===== src/rtl/hilb_pkg.sv =====
`timescale 1ns / 1ps
`default_nettype none

package hilb_pkg;

  // Largest supported curve order; the grid side is 2^order.
  localparam int MAX_ORDER = 10;

  // Field widths.
  localparam int ORDER_W = 4;
  localparam int IDX_W   = 2 * MAX_ORDER;
  localparam int COORD_W = MAX_ORDER;
  localparam int SHIFT_W = $clog2(IDX_W + 1);

  // Stages from an accepted start to the done strobe:
  // one input stage, one cell per level, one output stage.
  localparam int LATENCY = MAX_ORDER + 2;

  // One beat as it moves down the row of cells.
  typedef struct packed {
    logic               valid;
    logic               err;
    logic [ORDER_W-1:0] order;
    logic [IDX_W-1:0]   index;
    logic               inv;    // remaining index is reflected
    logic               swap;   // outer transform swaps x and y
    logic               cx;     // outer transform complements x
    logic               cy;     // outer transform complements y
    logic [COORD_W-1:0] x;
    logic [COORD_W-1:0] y;
  } cell_beat_t;

  // Clamp the configured order into the supported range.
  function automatic logic [ORDER_W-1:0] eff_order(input logic [ORDER_W-1:0] o);
    logic [ORDER_W-1:0] r;
    r = o;
    if (r == '0) r = ORDER_W'(1);
    if (r > ORDER_W'(MAX_ORDER)) r = ORDER_W'(MAX_ORDER);
    return r;
  endfunction

endpackage

`default_nettype wire


===== src/rtl/hilb_cell.sv =====
`timescale 1ns / 1ps
`default_nettype none

module hilb_cell
  import hilb_pkg::*;
(
  input  wire logic               clk,
  input  wire logic               rst,
  input  wire logic [ORDER_W-1:0] level,
  input  wire cell_beat_t         beat_in,
  output cell_beat_t              beat_out
);

  // Quadrant codes at one level of the curve.
  typedef enum logic [1:0] {
    QUAD_ENTRY = 2'd0,
    QUAD_NEXT  = 2'd1,
    QUAD_RIGHT = 2'd2,
    QUAD_EXIT  = 2'd3
  } quad_t;

  cell_beat_t         beat_next;
  logic [SHIFT_W-1:0] shift_lo;
  logic [1:0]         raw;
  quad_t              quad;
  logic               bx;
  logic               by;
  logic               ox;
  logic               oy;
  logic               active;
  logic [ORDER_W-1:0] bit_pos;

  assign active   = beat_in.valid && !beat_in.err && (level <= beat_in.order);
  assign shift_lo = SHIFT_W'({level, 1'b0} - 2);
  assign bit_pos  = level - ORDER_W'(1);
  assign raw      = 2'(beat_in.index >> shift_lo);
  assign quad     = quad_t'(raw ^ {2{beat_in.inv}});

  // Pick this level's quadrant, place its bit through the outer transform,
  // and fold the quadrant's own reflection into the transform for lower levels.
  always_comb begin
    beat_next = beat_in;
    bx = 1'b0;
    by = 1'b0;
    case (quad)
      QUAD_ENTRY: begin
        bx = 1'b0;
        by = 1'b1;
      end
      QUAD_NEXT: begin
        bx = 1'b0;
        by = 1'b0;
      end
      QUAD_RIGHT: begin
        bx = 1'b1;
        by = 1'b0;
      end
      QUAD_EXIT: begin
        bx = 1'b1;
        by = 1'b1;
      end
      default: begin
        bx = 1'b0;
        by = 1'b0;
      end
    endcase
    ox = (beat_in.swap ? by : bx) ^ beat_in.cx;
    oy = (beat_in.swap ? bx : by) ^ beat_in.cy;
    if (active) begin
      beat_next.x = beat_in.x | (COORD_W'(ox) << bit_pos);
      beat_next.y = beat_in.y | (COORD_W'(oy) << bit_pos);
      if (quad == QUAD_ENTRY) begin
        beat_next.inv  = !beat_in.inv;
        beat_next.swap = !beat_in.swap;
        if (beat_in.swap) begin
          beat_next.cy = !beat_in.cy;
        end else begin
          beat_next.cx = !beat_in.cx;
        end
      end else if (quad == QUAD_EXIT) begin
        beat_next.swap = !beat_in.swap;
      end
    end
  end

  // Stage register toward the next cell.
  always_ff @(posedge clk) begin
    if (rst) begin
      beat_out.valid <= 1'b0;
    end else begin
      beat_out <= beat_next;
    end
  end

endmodule

`default_nettype wire


===== src/rtl/hilbert_index_to_xy_unit.sv =====
`timescale 1ns / 1ps
`default_nettype none

// Hilbert curve index to pixel coordinate converter.
// Input: raise start with curve_index; the beat is taken at a clock edge where
// start is high and busy is low. busy is set by reset and cleared by the first
// clock edge without reset, so from then on a new index can be taken on every clock.
// Output: done strobes for one cycle with pixel_x, pixel_y and index_error.
// An index at or beyond 4^order sets index_error and gives zero coordinates.
// A beat passes an input stage, one cell per curve level from the top level
// down, and an output stage. Throughput is one beat per clock, set by the row
// of cells, each holding one beat in flight.
// Configuration: cfg_we writes cfg_data into the curve order register
// (reset value 10); order zero acts as one, orders above the maximum saturate.
// Write it only while no beat is in flight.
// Reset is synchronous and empties the pipeline; beats in flight are dropped.
// The receiver cannot stall: each result is shown for exactly one cycle.
module hilbert_index_to_xy_unit
  import hilb_pkg::*;
(
  input  wire logic               clk,
  input  wire logic               rst,
  input  wire logic               start,
  output logic                    busy,
  input  wire logic [IDX_W-1:0]   curve_index,
  input  wire logic               cfg_we,
  input  wire logic [ORDER_W-1:0] cfg_data,
  output logic                    done,
  output logic [COORD_W-1:0]      pixel_x,
  output logic [COORD_W-1:0]      pixel_y,
  output logic                    index_error
);

  logic [ORDER_W-1:0] curve_order;
  logic [ORDER_W-1:0] order_now;
  logic               accept;
  cell_beat_t         entry_beat;
  cell_beat_t         chain [MAX_ORDER+1];

  assign order_now = eff_order(curve_order);
  assign accept    = start && !busy;

  // Configuration register and the busy flag.
  always_ff @(posedge clk) begin
    if (rst) begin
      curve_order <= ORDER_W'(MAX_ORDER);
      busy        <= 1'b1;
    end else begin
      busy <= 1'b0;
      if (cfg_we) begin
        curve_order <= cfg_data;
      end
    end
  end

  // Input stage: capture the index and flag out-of-range positions.
  always_ff @(posedge clk) begin
    if (rst) begin
      entry_beat.valid <= 1'b0;
    end else begin
      entry_beat.valid <= accept;
      entry_beat.err   <= (curve_index >> {order_now, 1'b0}) != '0;
      entry_beat.order <= order_now;
      entry_beat.index <= curve_index;
      entry_beat.inv   <= 1'b0;
      entry_beat.swap  <= 1'b0;
      entry_beat.cx    <= 1'b0;
      entry_beat.cy    <= 1'b0;
      entry_beat.x     <= '0;
      entry_beat.y     <= '0;
    end
  end

  assign chain[0] = entry_beat;

  // Row of cells, the first one handling the top curve level.
  for (genvar k = 0; k < MAX_ORDER; k++) begin : g_cell
    hilb_cell u_cell (
      .clk      (clk),
      .rst      (rst),
      .level    (ORDER_W'(MAX_ORDER - k)),
      .beat_in  (chain[k]),
      .beat_out (chain[k+1])
    );
  end

  // Output stage.
  always_ff @(posedge clk) begin
    if (rst) begin
      done <= 1'b0;
    end else begin
      done        <= chain[MAX_ORDER].valid;
      index_error <= chain[MAX_ORDER].err;
      pixel_x     <= chain[MAX_ORDER].err ? '0 : chain[MAX_ORDER].x;
      pixel_y     <= chain[MAX_ORDER].err ? '0 : chain[MAX_ORDER].y;
    end
  end

  // Every result traces back to an accepted beat.
  a_done_from_start: assert property (@(posedge clk) disable iff (rst)
    done |-> $past(start && !busy, LATENCY))
    else $error("done without a matching accepted beat");

  // Out-of-range indexes give zero coordinates.
  a_error_zero: assert property (@(posedge clk) disable iff (rst)
    (done && index_error) |-> (pixel_x == '0 && pixel_y == '0))
    else $error("error result with nonzero coordinates");

  // Valid coordinates lie inside the configured grid.
  a_in_grid: assert property (@(posedge clk) disable iff (rst)
    (done && !index_error) |->
      ((pixel_x >> order_now) == '0 && (pixel_y >> order_now) == '0))
    else $error("coordinate outside the grid");

  // Once out of reset busy stays low, so a beat with start high is taken on every clock.
  a_not_busy: assert property (@(posedge clk) disable iff (rst)
    !rst |=> !busy)
    else $error("busy outside reset recovery");

endmodule

`default_nettype wire

===== config.mk =====
export PLATFORM = sky130hd
export DESIGN_NAME = hilbert_index_to_xy_unit
export DESIGN_NICKNAME = d
export VERILOG_FILES = /design/src/rtl/hilb_pkg.sv /design/src/rtl/hilb_cell.sv /design/src/rtl/hilbert_index_to_xy_unit.sv
export SDC_FILE = /design/constraint.sdc
export NUM_CORES = 1
export LEC_CHECK = 0
export BUFFER_PORTS_ARGS = -buffer_cell sky130_fd_sc_hd__buf_2
export CAP_MARGIN = 10
export CORE_MARGIN = 1.5
export CORE_UTILIZATION = 70
export CTS_CLUSTER_DIAMETER = 80
export CTS_CLUSTER_SIZE = 20
export DETAILED_ROUTE_END_ITERATION = 8
export PLACE_DENSITY = 0.88
export SYNTH_ARGS = -nofsm -noshare
export SYNTH_HDL_FRONTEND = slang
export SYNTH_HIERARCHICAL = 1
export SYNTH_SLANG_ARGS = --single-unit
export TNS_END_PERCENT = 1

===== constraint.sdc =====
create_clock -name clk -period 5 [get_ports clk]
set_clock_uncertainty 0.05 [all_clocks]
set_input_delay 0.25 -clock clk [delete_from_list [all_inputs] [get_ports clk]]
set_output_delay 0.25 -clock clk [all_outputs]
set_load 0.02 [all_outputs]

Word level (Yosys, flattened, before mapping)
Index checks and enable logic that the tools add are counted.
Cells by class
  shift operators: 1
  muxes and demuxes: 102
  magnitude comparators: 11
  eq/ne operators: 30
  bitwise logic cells: 45
  reductions and logical operators: 116
Operators with widths (count)
  2-to-1 mux 24 bit: 8
  OR reduction 2 bit: 40
  2-to-1 mux 1 bit: 62
  logical NOT 1 bit: 43
  == test 2 bit (second input constant): 20
  one-hot mux 1 bit (2 select lines): 20
  logical AND 1 bit: 21
  == test 2 x 1 -> 1 bit (second input constant): 10
  logical NOT 2 bit: 10
  2-to-1 mux 20 bit: 1
  bitwise OR 10 x 1 -> 10 bit: 2
  bitwise OR 10 x 2 -> 10 bit: 2
  bitwise OR 10 x 3 -> 10 bit: 2
  bitwise OR 10 x 4 -> 10 bit: 2
  bitwise OR 10 x 5 -> 10 bit: 2
  bitwise OR 10 x 6 -> 10 bit: 2
  bitwise OR 10 x 7 -> 10 bit: 2
  bitwise OR 10 x 8 -> 10 bit: 2
  bitwise OR 10 x 9 -> 10 bit: 2
  nonzero test 20 bit: 1
  >> shifter 20 x 5 -> 20 bit: 1
  2-to-1 mux 2 bit: 9
  XOR 1 bit: 18
  XOR 2 bit: 9
  other kinds (7): 14
Word-level totals
  word-level logic and storage cells: 411
  register bits: 417
  bits of input ports: 28

Depth between registers and ports, before layout
Gate-level depths: netlist of the first run.
  depth in word-level cells: 8
  gate-level depth with buffers: 15
  depth with buffers taken out: 14

By module
The synthesis of the first run kept the hierarchy.
By module, submodules not included
  hilb_cell (g_cell[5].u_cell ...): instances 5, seq. area each 1491.4 um2, area each 2289.7 um2, cells each 154
  hilb_cell (g_cell[0].u_cell ...): instances 4, seq. area each 1491.4 um2, area each 2304.7 um2, cells each 154
  hilb_cell (g_cell[4].u_cell): instances 1, seq. area each 1491.4 um2, area each 2387.3 um2, cells each 167
  hilbert_index_to_xy_unit: instances 1, seq. area each 1521.5 um2, area each 1909.3 um2, cells each 117

Worst setup path after synthesis of the first run
Ideal clock, no wire load.
  path kind: reg-to-reg
  from: reg g_cell[7].u_cell/beat_out[26] (netlist name)
  to: reg g_cell[8].u_cell/beat_out[11] (netlist name) (data pin)
  slack: 2279 ps
  stages on the path, launching flop included: 11
  required time: 4820 ps
  arrival: 2541 ps
  path through: edfxtp_1 -> mux4_1 -> a222oi_1 -> xnor2_1 -> inv_1 -> ha_1 -> nor3_1 -> a21oi_1 -> xnor2_1 -> nor3_1 -> a21o_1
RTL lines
  start, declared: RTL line hilb_cell.sv:11  | output cell_beat_t beat_out
  start signal, assigned: RTL line hilb_cell.sv:91  | beat_out <= beat_next;
  end signal, assigned: RTL line hilb_cell.sv:91
  end, declared: RTL line hilb_cell.sv:11

==> results of run 1 <==
==> how the worst min path moves through the flow <==
| stage | slack, ns | start | cells after the start | to |
|---|---|---|---|---|
| final | 0.07 | rst | 1 | busy$_DFF_P_ |
| after global routing | 0.05 | rst | 1 | busy$_DFF_P_ |
| after CTS | 0.04 | rst | 1 | busy$_DFF_P_ |
| after detailed placement | 0.36 | busy$_DFF_P_ | 1 | chain[549]$_SDFF_PP0_ |
| after global placement | 0.34 | busy$_DFF_P_ | 1 | chain[549]$_SDFF_PP0_ |
| after floorplan | 0.23 | rst | 0 | busy$_DFF_P_ |
==> power by group <==
part	internal, mW	leakage (nW)	switching [mW]
logic	0.448	5.41	0.621
registers	5.11	5.10	0.119
clock network	1.14	0.402	1.32
total	6.69	10.9	2.06
==> flip-flops by register name (all words and copies together), names as in the netlist <==
signal,flops
g_cell.u_cell/beat_out,472
chain,26
pixel_x,10
pixel_y,10
curve_order,4
busy,1
done,1
index_error,1
==> layer usage <==
layer  share of wire  GRT usage  vias to the layer above
met4           0.057     0.1372                        0
met5               0          0                        -
li1                -          -                     6536
met1            0.33     0.2514                     6714
met2            0.58     0.5412                      451
met3           0.036    0.02552                      163
==> area by class of cell <==
| type | instances | area, um2 | area share |
|---|---|---|---|
| clock buffers | 42 | 817.0 | 0.03056 |
| clock inverters | 1 | 16.27 | 0.0006084 |
| inverters | 101 | 379.1 | 0.01418 |
| multi-input cells | 1210 | 8748 | 0.3272 |
| flip-flops and latches | 525 | 15600 | 0.5833 |
| well taps | 448 | 560.5 | 0.02097 |
| repair buffers | 89 | 618.1 | 0.02312 |
==> layout by cell type, fill, tap and decap left out, drive strengths merged, types with 21 or more instances in the layout <==
cell	count
nor2b	64
nor2	81
dlygate4sd3	30
xnor2	48
o21bai	21
conb	255
nor3	30
buf	59
clkbuf	42
xor2	28
nand2b	30
a21oi	33
inv	97
ha	79
nand2	55
mux4	40
a21o	189
edfxtp	508
==> metrics by stage <==
step	power (mW)	hold WS, ns	cell area (um2)
after floorplan	6.072	0.2277	24970
after global placement	6.199	0.3436	25600
after detailed placement	6.262	0.3630	25600
after CTS	8.641	0.04116	26730
after global routing	9.037	0.05407	26730
final	8.746	0.06642	26730
==> what timing repair did <==
action / CTS / global route
hold buffers: 30 / 0
gates resized for setup: 0 / 0
setup endpoints to repair: 0 / 0
endpoints found under the hold margin: 25 / 0
==> Implementation_results.wiki, run 1 <==
{| class="wikitable"
! Metric !! Value
|-
| Status || finished clean
|-
| Total of fill cells in the finished design || ~1800
|-
| Maximum clock insertion buffer count || 3
|-
| Vert. Die Dim || ~190 um
|-
| Worst slew margin relative to its limit || 0.2120
|-
| Total congestion overflow || 0
|-
| Shortest period the worst path allows || around 3.2 ns
|-
| Pin count of the biggest net entering global routing || 50
|-
| Static leakage || around 11 nW
|-
| Number of cells on the critical path || 10
|-
| Kind of cell adding the most delay to the critical path || compound AO/OA/AOI/OAI gates
|-
| Pre-Repair DR Iteration Count || 6
|-
| CTS tree || built
|-
| Wire length reported by the detailed router || 45.99 mm
|-
| Via count of the routed design || 13864
|-
| Drt initial violations || around 840
|-
| Area of the core || between 30000 and 40000 um2
|-
| Mean instance size in the synthesized netlist || about 15 um2
|-
| Gate Count Post-Synth || between 1500 and 2000
|-
| Tcrit/Tclk final || 0.6440
|-
| Remaining antenna violation count || 0
|-
| Critical path destination || g_cell[8].u_cell/beat_out[1]$_DFFE_PN_
|-
| Min-delay worst type || input pin to flip-flop
|-
| Setup repair after global routing missed its margin || false
|-
| Post-CTS setup repair buffer count || 0
|-
| Source of the critical timing path || g_cell[7].u_cell/beat_out[26]$_DFFE_PN_
|-
| Number of global-route vias before repair || roughly 14000
|-
| Proportion of layout cells with a drive suffix above 1 || 0.08943
|-
| First-pass GRT wire length || 72.37 mm
|-
| Layout overhead on the synthesized area || 11.28%
|-
| Per-cell routed wire length || 19.03 um
|-
| Standard cell with the maximum stage delay on the critical path || sky130_fd_sc_hd__a222oi_1
|-
| Power density over the cells || 327.1 nW/um2
|-
| Sort of element at the start of the critical path || flip-flop
|-
| Total track usage || 0.2629
|-
| Post-placement cell count || 2343
|-
| Weighted congestion reported at the end of routability-driven placement || about 0.9
|-
| # rows || between 60 and 70
|-
| Share of the core filled with cells in the final layout || 0.7953
|-
| PortBufs || 50
|-
| Number of maximum-capacitance constraint violations || 0
|-
| Clock buffer count from CTS || 30
|-
| Number of non-filler instances in the completed layout || between 2000 and 2500
|-
| Worst supply voltage drop on vdd || approximately 0.00029 V
|-
| Depth of the worst register-to-register path || 10
|-
| Width of the die || ~190 um
|-
| Peak fanout along the critical path || 5
|-
| Worst slack, placed || 1.841 ns
|-
| Vias per inst || ~5.7
|-
| Sinks on Clock Net || ~530
|-
| Required @ worst endpoint || roughly 5.4 ns
|-
| Crit path buffers/inverters || 1
|-
| Number of antenna violations at the first check in global routing || 0
|-
| Worst Slack Setup Final || around 1.8 ns
|-
| Residual DRC count || 0
|-
| Critical path data arrival time || roughly 3.6 ns
|-
| Critical path class || flip-flop to flip-flop
|-
| R2R setup slack || 1.78 ns
|-
| Maximum single-stage delay on the critical path || roughly 0.56 ns
|-
| Syn. warnings || 6
|-
| Endpoints failing hold || 0
|-
| Synthesized area || roughly 24000 um2
|-
| Clock transition at the registers of the reported paths || 0.09 ns
|-
| Final Max Slew Viols || 0
|-
| Number of nets in the finished design || between 2000 and 2500
|-
| Setup TNS || 0 ns
|-
| CP Cell Sequence || mux4_1 > a222oi_1 > xnor2_1 > inv_1 > ha_1 > nor2_1 > mux2i_1 > xnor2_1 > nor3_1 > a21o_1
|-
| I/O pin cnt || 51
|-
| Latest clock arrival within the worst-skew pair || 0.57 ns
|-
| Estimated wirelength of the detail-placed design || between 30 and 40 mm
|-
| Nature of the critical path endpoint || flip-flop
|-
| Area enclosed by the die boundary || roughly 35000 um2
|-
| Achievable clock frequency || 310.6 MHz
|-
| Worst flop-to-flop path endpoint || g_cell[8].u_cell/beat_out[1]$_DFFE_PN_
|-
| Cell at the root of the clock tree || sky130_fd_sc_hd__clkbuf_16
|-
| Antenna diodes || 0
|-
| Initial Util || 0.7147
|-
| Reg-to-Reg Start || g_cell[7].u_cell/beat_out[26]$_DFFE_PN_
|-
| Worst path most repeated cell || sky130_fd_sc_hd__xnor2_1
|-
| H-tree depth || 1
|-
| Number of endpoints failing setup at the final stage || 0
|-
| Actual transition at the worst max-transition pin || approximately 1.2 ns
|}
Note: power is estimated with default switching activity, not from simulation.
==> run 2: changes to the inputs <==
--- a/config.mk
+++ b/config.mk
@@ -8,11 +8,11 @@
 export BUFFER_PORTS_ARGS = -buffer_cell sky130_fd_sc_hd__buf_2
 export CAP_MARGIN = 10
 export CORE_MARGIN = 1.5
-export CORE_UTILIZATION = 70
+export CORE_UTILIZATION = 65
 export CTS_CLUSTER_DIAMETER = 80
 export CTS_CLUSTER_SIZE = 20
 export DETAILED_ROUTE_END_ITERATION = 8
-export PLACE_DENSITY = 0.88
+export PLACE_DENSITY = 0.82
 export SYNTH_ARGS = -nofsm -noshare
 export SYNTH_HDL_FRONTEND = slang
 export SYNTH_HIERARCHICAL = 1
==> constraint.sdc (replaced) <==
create_clock -name clk -period 3.3 [get_ports clk]
set_clock_uncertainty 0.05 [all_clocks]
set_input_delay 0.165 -clock clk [delete_from_list [all_inputs] [get_ports clk]]
set_output_delay 0.165 -clock clk [all_outputs]
set_load 0.02 [all_outputs]
==> Implementation_results.wiki, run 2 (same netlist as run 1, synthesis figures left out) <==
{| class="wikitable"
! Metric !! Value
|-
| Power density over the cells || 496.0 nW/um2
|-
| Achievable clock frequency || 323.6 MHz
|-
| Vias per inst || 5.449
|-
| Nature of the critical path endpoint || flip-flop
|-
| Endpoints failing hold || 0
|-
| Shortest period the worst path allows || around 3 ns
|-
| Source of the critical timing path || g_cell[1].u_cell/beat_out[39]$_DFFE_PN_
|-
| Per-cell routed wire length || roughly 17 um
|-
| Number of endpoints failing setup at the final stage || 0
|-
| Number of nets in the finished design || around 2100
|-
| Latest clock arrival within the worst-skew pair || 0.59 ns
|-
| Final Max Slew Viols || 0
|-
| R2R setup slack || ~0.21 ns
|-
| Met3 track utilization from global routing || 0.02712
|-
| Post-CTS setup repair buffer count || 0
|-
| Number of global-route vias before repair || between 10000 and 15000
|-
| Wire length reported by the detailed router || 42.23 mm
|-
| Pin count of the biggest net entering global routing || 50
|-
| Number of maximum-capacitance constraint violations || 0
|-
| Maximum clock insertion buffer count || 3
|-
| Clock buffer count from CTS || 30
|-
| Worst supply voltage drop on vdd || approximately 0.00043 V
|-
| Area of the core || roughly 37000 um2
|-
| # rows || 70
|-
| Hold slack final || around 0.25 ns
|-
| Met2 layer usage reported by global route || 0.4630
|-
| PortBufs || 50
|-
| Most frequent cells in the layout || sky130_fd_sc_hd__edfxtp_1 (508), sky130_fd_sc_hd__conb_1 (255), sky130_fd_sc_hd__a21o_1 (185)
|-
| Remaining antenna violation count || 0
|-
| Worst flop-to-flop path endpoint || g_cell[2].u_cell/beat_out[7]$_DFFE_PN_
|-
| Clock transition at the registers of the reported paths || 0.08 ns
|-
| Depth of the worst register-to-register path || 8
|-
| Via count of the routed design || between 10000 and 15000
|-
| Total congestion overflow || 0
|-
| Cell at the root of the clock tree || sky130_fd_sc_hd__clkbuf_16
|-
| Pre-Repair DR Iteration Count || 8
|-
| Weighted congestion reported at the end of routability-driven placement || 0.9332
|-
| Sort of element at the start of the critical path || flip-flop
|-
| Critical path class || flip-flop to flip-flop
|-
| Critical path data arrival time || between 3 and 4 ns
|-
| Vert. Die Dim || approximately 200 um
|-
| First-pass GRT wire length || around 68 mm
|-
| Reg-to-Reg Start || g_cell[1].u_cell/beat_out[39]$_DFFE_PN_
|-
| Most flop-heavy register || g_cell.u_cell/beat_out
|-
| CTS tree || built
|-
| Drt initial violations || 661
|-
| Sinks on Clock Net || 525
|-
| Critical path destination || g_cell[2].u_cell/beat_out[7]$_DFFE_PN_
|-
| Proportion of layout cells with a drive suffix above 1 || 0.09397
|-
| Busiest metal layer after global routing || met2
|-
| Total track usage || 0.2253
|-
| Number of antenna violations at the first check in global routing || 0
|-
| Required @ worst endpoint || approximately 3.7 ns
|-
| Actual transition at the worst max-transition pin || around 1.1 ns
|-
| Status || finished clean
|-
| Area enclosed by the die boundary || 38120 um2
|-
| Tcrit/Tclk final || 0.9365
|-
| H-tree depth || 1
|-
| Static leakage || about 11 nW
|-
| Fraction of met1 tracks used by global routing || 0.2144
|-
| Initial Util || 0.6578
|-
| Residual DRC count || 0
|-
| Most common library cell in the layout ignoring fill and taps || sky130_fd_sc_hd__edfxtp_1
|-
| Width of the die || about 200 um
|-
| I/O pin cnt || 51
|-
| Setup repair after global routing missed its margin || false
|-
| Peak fanout along the critical path || 5
|-
| Layout overhead on the synthesized area || 12.09%
|-
| Min-delay worst type || input pin to flip-flop
|-
| Number of flip-flops in the largest register || about 470
|-
| Estimated wirelength of the detail-placed design || 31.12 mm
|-
| Setup TNS || 0 ns
|-
| Worst slew margin relative to its limit || 0.2447
|}
-- run 2: cell count changes in the layout (fill, tap and decap cells not counted) --
cell	delta
sky130_fd_sc_hd__clkbuf_1	+10
sky130_fd_sc_hd__buf_4	+6
sky130_fd_sc_hd__dlygate4sd3_1	+3
sky130_fd_sc_hd__nor3_1	-3
sky130_fd_sc_hd__nor3_2	+3
sky130_fd_sc_hd__clkinv_1	+2
sky130_fd_sc_hd__bufinv_16	+1
sky130_fd_sc_hd__clkbuf_8	+1
sky130_fd_sc_hd__clkinv_4	+1
sky130_fd_sc_hd__diode_2	+1
sky130_fd_sc_hd__inv_1	-1
sky130_fd_sc_hd__inv_12	-1
-- run 2: worst min-delay path by stage --
stage	cells after the start	end	startpoint
2_1_floorplan	0	busy$_DFF_P_	rst
3_5_place_dp	1	chain[533]$_DFFE_PN_	curve_index[9]
3_3_place_gp	1	chain[543]$_DFFE_PN_	curve_index[19]
6_report	2	chain[532]$_DFFE_PN_	curve_index[8]
4_1_cts	2	chain[533]$_DFFE_PN_	curve_index[9]
5_1_grt	2	chain[529]$_DFFE_PN_	curve_index[5]
-- run 2: repair_timing --
| item | CTS | global route |
|---|---|---|
| hold buffers | 33 | 0 |
| endpoints found under the setup margin | 0 | 3 |
| resized for setup | 0 | 3 |
| hold endpoints to repair | 29 | 0 |
-- run 2: through the flow --
step                      power, mW  utilization  area (um2)  cells  setup slack (ns)
after floorplan               9.200            -       24970   1882            0.5791
after global placement        9.418       0.7029       25670   2369            0.3356
after detailed placement      9.497       0.7029       25670   2369            0.1639
after CTS                     13.30       0.7369       26910   2458           0.09832
after global routing          13.87       0.7373       26930   2458          0.004055
final                         13.36       0.7373       26930   2459            0.2096
-- run 2: routing by layer --
layer	routed length [um]	part of all wire
met5	0	0
met4	2141	0.051
met3	1155	0.027
met2	24260	0.57
met1	14680	0.35
-- run 2: final cells by class --
class	count	area, um2
clock inverter	3	42.54
fill	2245	9593
timing repair buffer	98	693.2
sequential	525	15600
inverter	101	379.1
tap	468	585.6
clock buffer	53	868.3
multi-input combinational	1210	8763
antenna	1	2.502
-- run 2: critical path, cell delays in order, from the launching register on --
cell and delay, ns:
sky130_fd_sc_hd__edfxtp_1 0.38, sky130_fd_sc_hd__mux4_2 0.46, sky130_fd_sc_hd__a222oi_1 0.59, sky130_fd_sc_hd__xnor2_1 0.21
sky130_fd_sc_hd__ha_1 0.33, sky130_fd_sc_hd__mux2i_1 0.16, sky130_fd_sc_hd__xnor2_1 0.11, sky130_fd_sc_hd__nor3_1 0.47
sky130_fd_sc_hd__a21o_1 0.20
-- run 2: report_power, final --
part / leakage (nW) / switching [mW] / internal, mW
sequential: 5.10 / 0.172 / 7.74
clock: 0.434 / 1.99 / 1.87
combinational: 5.45 / 0.906 / 0.691
==> run 3: changes to the inputs <==
--- a/config.mk
+++ b/config.mk
@@ -12,6 +12,7 @@
 export CTS_CLUSTER_DIAMETER = 80
 export CTS_CLUSTER_SIZE = 20
 export DETAILED_ROUTE_END_ITERATION = 8
+export MAX_ROUTING_LAYER = met4
 export PLACE_DENSITY = 0.82
 export SYNTH_ARGS = -nofsm -noshare
 export SYNTH_HDL_FRONTEND = slang
==> Implementation_results.wiki, run 3 (same netlist as run 1, synthesis figures left out) <==
{| class="wikitable"
! Metric !! Value
|-
| Total track usage || 0.2324
|-
| Nature of the critical path endpoint || flip-flop
|-
| Peak fanout along the critical path || 5
|-
| Clock transition at the registers of the reported paths || roughly 0.080 ns
|-
| I/O pin cnt || 51
|-
| Setup repair after global routing missed its margin || false
|-
| Busiest metal layer after global routing || met2
|-
| Design Power || 13.36 mW
|-
| Wire length reported by the detailed router || roughly 42 mm
|-
| Worst slack, placed || approximately 0.16 ns
|-
| Tcrit/Tclk final || 0.9445
|-
| Number of nets in the finished design || between 2000 and 2500
|-
| Maximum clock insertion buffer count || 3
|-
| Reg-to-Reg Start || g_cell[5].u_cell/beat_out[30]$_DFFE_PN_
|-
| Endpoints failing hold || 0
|-
| Post-placement cell count || around 2400
|-
| Vert. Die Dim || between 150 and 200 um
|-
| Via count of the routed design || about 13000
|-
| Worst supply voltage drop on vdd || between 0.0004 and 0.0005 V
|-
| Area of the core || ~37000 um2
|-
| Width of the die || 195.3 um
|-
| Status || finished clean
|-
| Worst flop-to-flop path endpoint || g_cell[6].u_cell/beat_out[13]$_DFFE_PN_
|-
| Most flop-heavy register || g_cell.u_cell/beat_out
|-
| Critical path destination || g_cell[6].u_cell/beat_out[13]$_DFFE_PN_
|-
| Kind of cell adding the most delay to the critical path || compound AO/OA/AOI/OAI gates
|-
| Critical path data arrival time || 3.51 ns
|-
| Met3 track utilization from global routing || 0.02591
|-
| Worst Slack Setup Final || 0.1833 ns
|-
| Fraction of met1 tracks used by global routing || 0.2159
|-
| Sinks on Clock Net || ~530
|-
| Final cell area excluding filler cells || around 27000 um2
|-
| Standard cell with the maximum stage delay on the critical path || sky130_fd_sc_hd__a222oi_1
|-
| Achievable clock frequency || roughly 320 MHz
|-
| Pre-Repair DR Iteration Count || 5
|-
| Latest clock arrival within the worst-skew pair || 0.58 ns
|-
| Area of the multi-input gates || a little under 9000 um2
|-
| Most frequent cells in the layout || sky130_fd_sc_hd__edfxtp_1 (508), sky130_fd_sc_hd__conb_1 (255), sky130_fd_sc_hd__a21o_1 (185)
|-
| Total of fill cells in the finished design || 2245
|-
| Met2 layer usage reported by global route || 0.4630
|-
| Number of global-route vias before repair || 13989
|-
| CTS tree || built
|-
| Total congestion overflow || 0
|-
| Weighted congestion reported at the end of routability-driven placement || ~0.95
|-
| Depth of the worst register-to-register path || 10
|-
| # rows || 70
|-
| Actual transition at the worst max-transition pin || between 1 and 1.5 ns
|-
| Required @ worst endpoint || 3.70 ns
|-
| Vias per inst || about 5.4
|-
| Number of antenna violations at the first check in global routing || 0
|-
| Worst slew margin relative to its limit || 0.2510
|-
| Crit path buffers/inverters || 1
|-
| Proportion of layout cells with a drive suffix above 1 || 0.09397
|-
| Initial Util || 0.6578
|-
| Reg area || between 15000 and 20000 um2
|-
| R2R setup slack || between 0.15 and 0.2 ns
|-
| Maximum single-stage delay on the critical path || 0.54 ns
|-
| Number of endpoints failing setup at the final stage || 0
|-
| Pin count of the biggest net entering global routing || 50
|-
| Power density over the cells || ~500 nW/um2
|-
| Static leakage || ~11 nW
|-
| Number of cells on the critical path || 10
|-
| Setup TNS || 0 ns
|-
| First-pass GRT wire length || between 60 and 70 mm
|-
| Source of the critical timing path || g_cell[5].u_cell/beat_out[30]$_DFFE_PN_
|-
| Layout overhead on the synthesized area || 12.09%
|-
| Residual DRC count || 0
|-
| PortBufs || 50
|-
| Clock buffer count from CTS || 30
|-
| Drt initial violations || between 600 and 700
|-
| Post-CTS setup repair buffer count || 0
|-
| Estimated wirelength of the detail-placed design || between 30 and 40 mm
|-
| Number of non-filler instances in the completed layout || about 2500
|-
| Per-cell routed wire length || 17.19 um
|-
| Area enclosed by the die boundary || ~38000 um2
|-
| Final Max Slew Viols || 0
|-
| Hold slack final || around 0.25 ns
|-
| Sort of element at the start of the critical path || flip-flop
|-
| Share of the core filled with cells in the final layout || 0.7373
|-
| Cell at the root of the clock tree || sky130_fd_sc_hd__clkbuf_16
|-
| CP Cell Sequence || mux4_1 > a222oi_1 > xnor2_1 > inv_1 > ha_1 > nor3_1 > a21oi_1 > xnor2_1 > nor3_1 > a21o_1
|-
| Placement Cell Area || 25670 um2
|-
| Critical path class || flip-flop to flip-flop
|-
| Number of maximum-capacitance constraint violations || 0
|-
| H-tree depth || 1
|-
| Number of flip-flops in the largest register || between 400 and 500
|-
| Shortest period the worst path allows || slightly above 3 ns
|-
| Most common library cell in the layout ignoring fill and taps || sky130_fd_sc_hd__edfxtp_1
|-
| Min-delay worst type || input pin to flip-flop
|-
| Remaining antenna violation count || 0
|}
==> run 3: cell counts in the layout (fill, tap and decap cells not counted) <==
No cell type changed its count.
==> run 3: worst min-delay path by stage <==
stage                                       to       startpoint  cells past startpoint  slack, ns
after global routing      chain[529]$_DFFE_PN_   curve_index[5]                      2       0.23
final                     chain[531]$_DFFE_PN_   curve_index[7]                      2       0.25
after detailed placement  chain[533]$_DFFE_PN_   curve_index[9]                      1       0.31
after floorplan                   busy$_DFF_P_              rst                      0       0.14
after CTS                 chain[533]$_DFFE_PN_   curve_index[9]                      2       0.22
after global placement    chain[543]$_DFFE_PN_  curve_index[19]                      1       0.31
==> run 3: metal layers <==
metal | routed length [um] | part of all wire | vias to the layer above
li1 | - | - | 6570
met1 | 14890 | 0.35 | 6395
met2 | 24340 | 0.58 | 299
met3 | 1038 | 0.025 | 128
met4 | 2006 | 0.047 | 0
met5 | 0 | 0 | -
==> run 3: area by class of cell <==
class / count / share of cell area
sequential: 525 / 0.5791
multi-input combinational: 1210 / 0.3254
clock buffer: 53 / 0.03224
timing repair buffer: 98 / 0.02574
tap: 468 / 0.02174
inverter: 101 / 0.01408
clock inverter: 3 / 0.001580
antenna: 1 / 0.00009292
==> run 3: repair_timing <==
item,in CTS,in global routing
hold endpoints to repair,29,0
gates resized for setup,0,3
hold buffers,33,0
endpoints found under the setup margin,0,3
==> run 3: power breakdown <==
group / total (mW) / internal (mW) / switching [mW]
Clock: 3.85 / 1.87 / 1.99
Combinational: 1.60 / 0.691 / 0.907
Sequential: 7.91 / 7.74 / 0.172
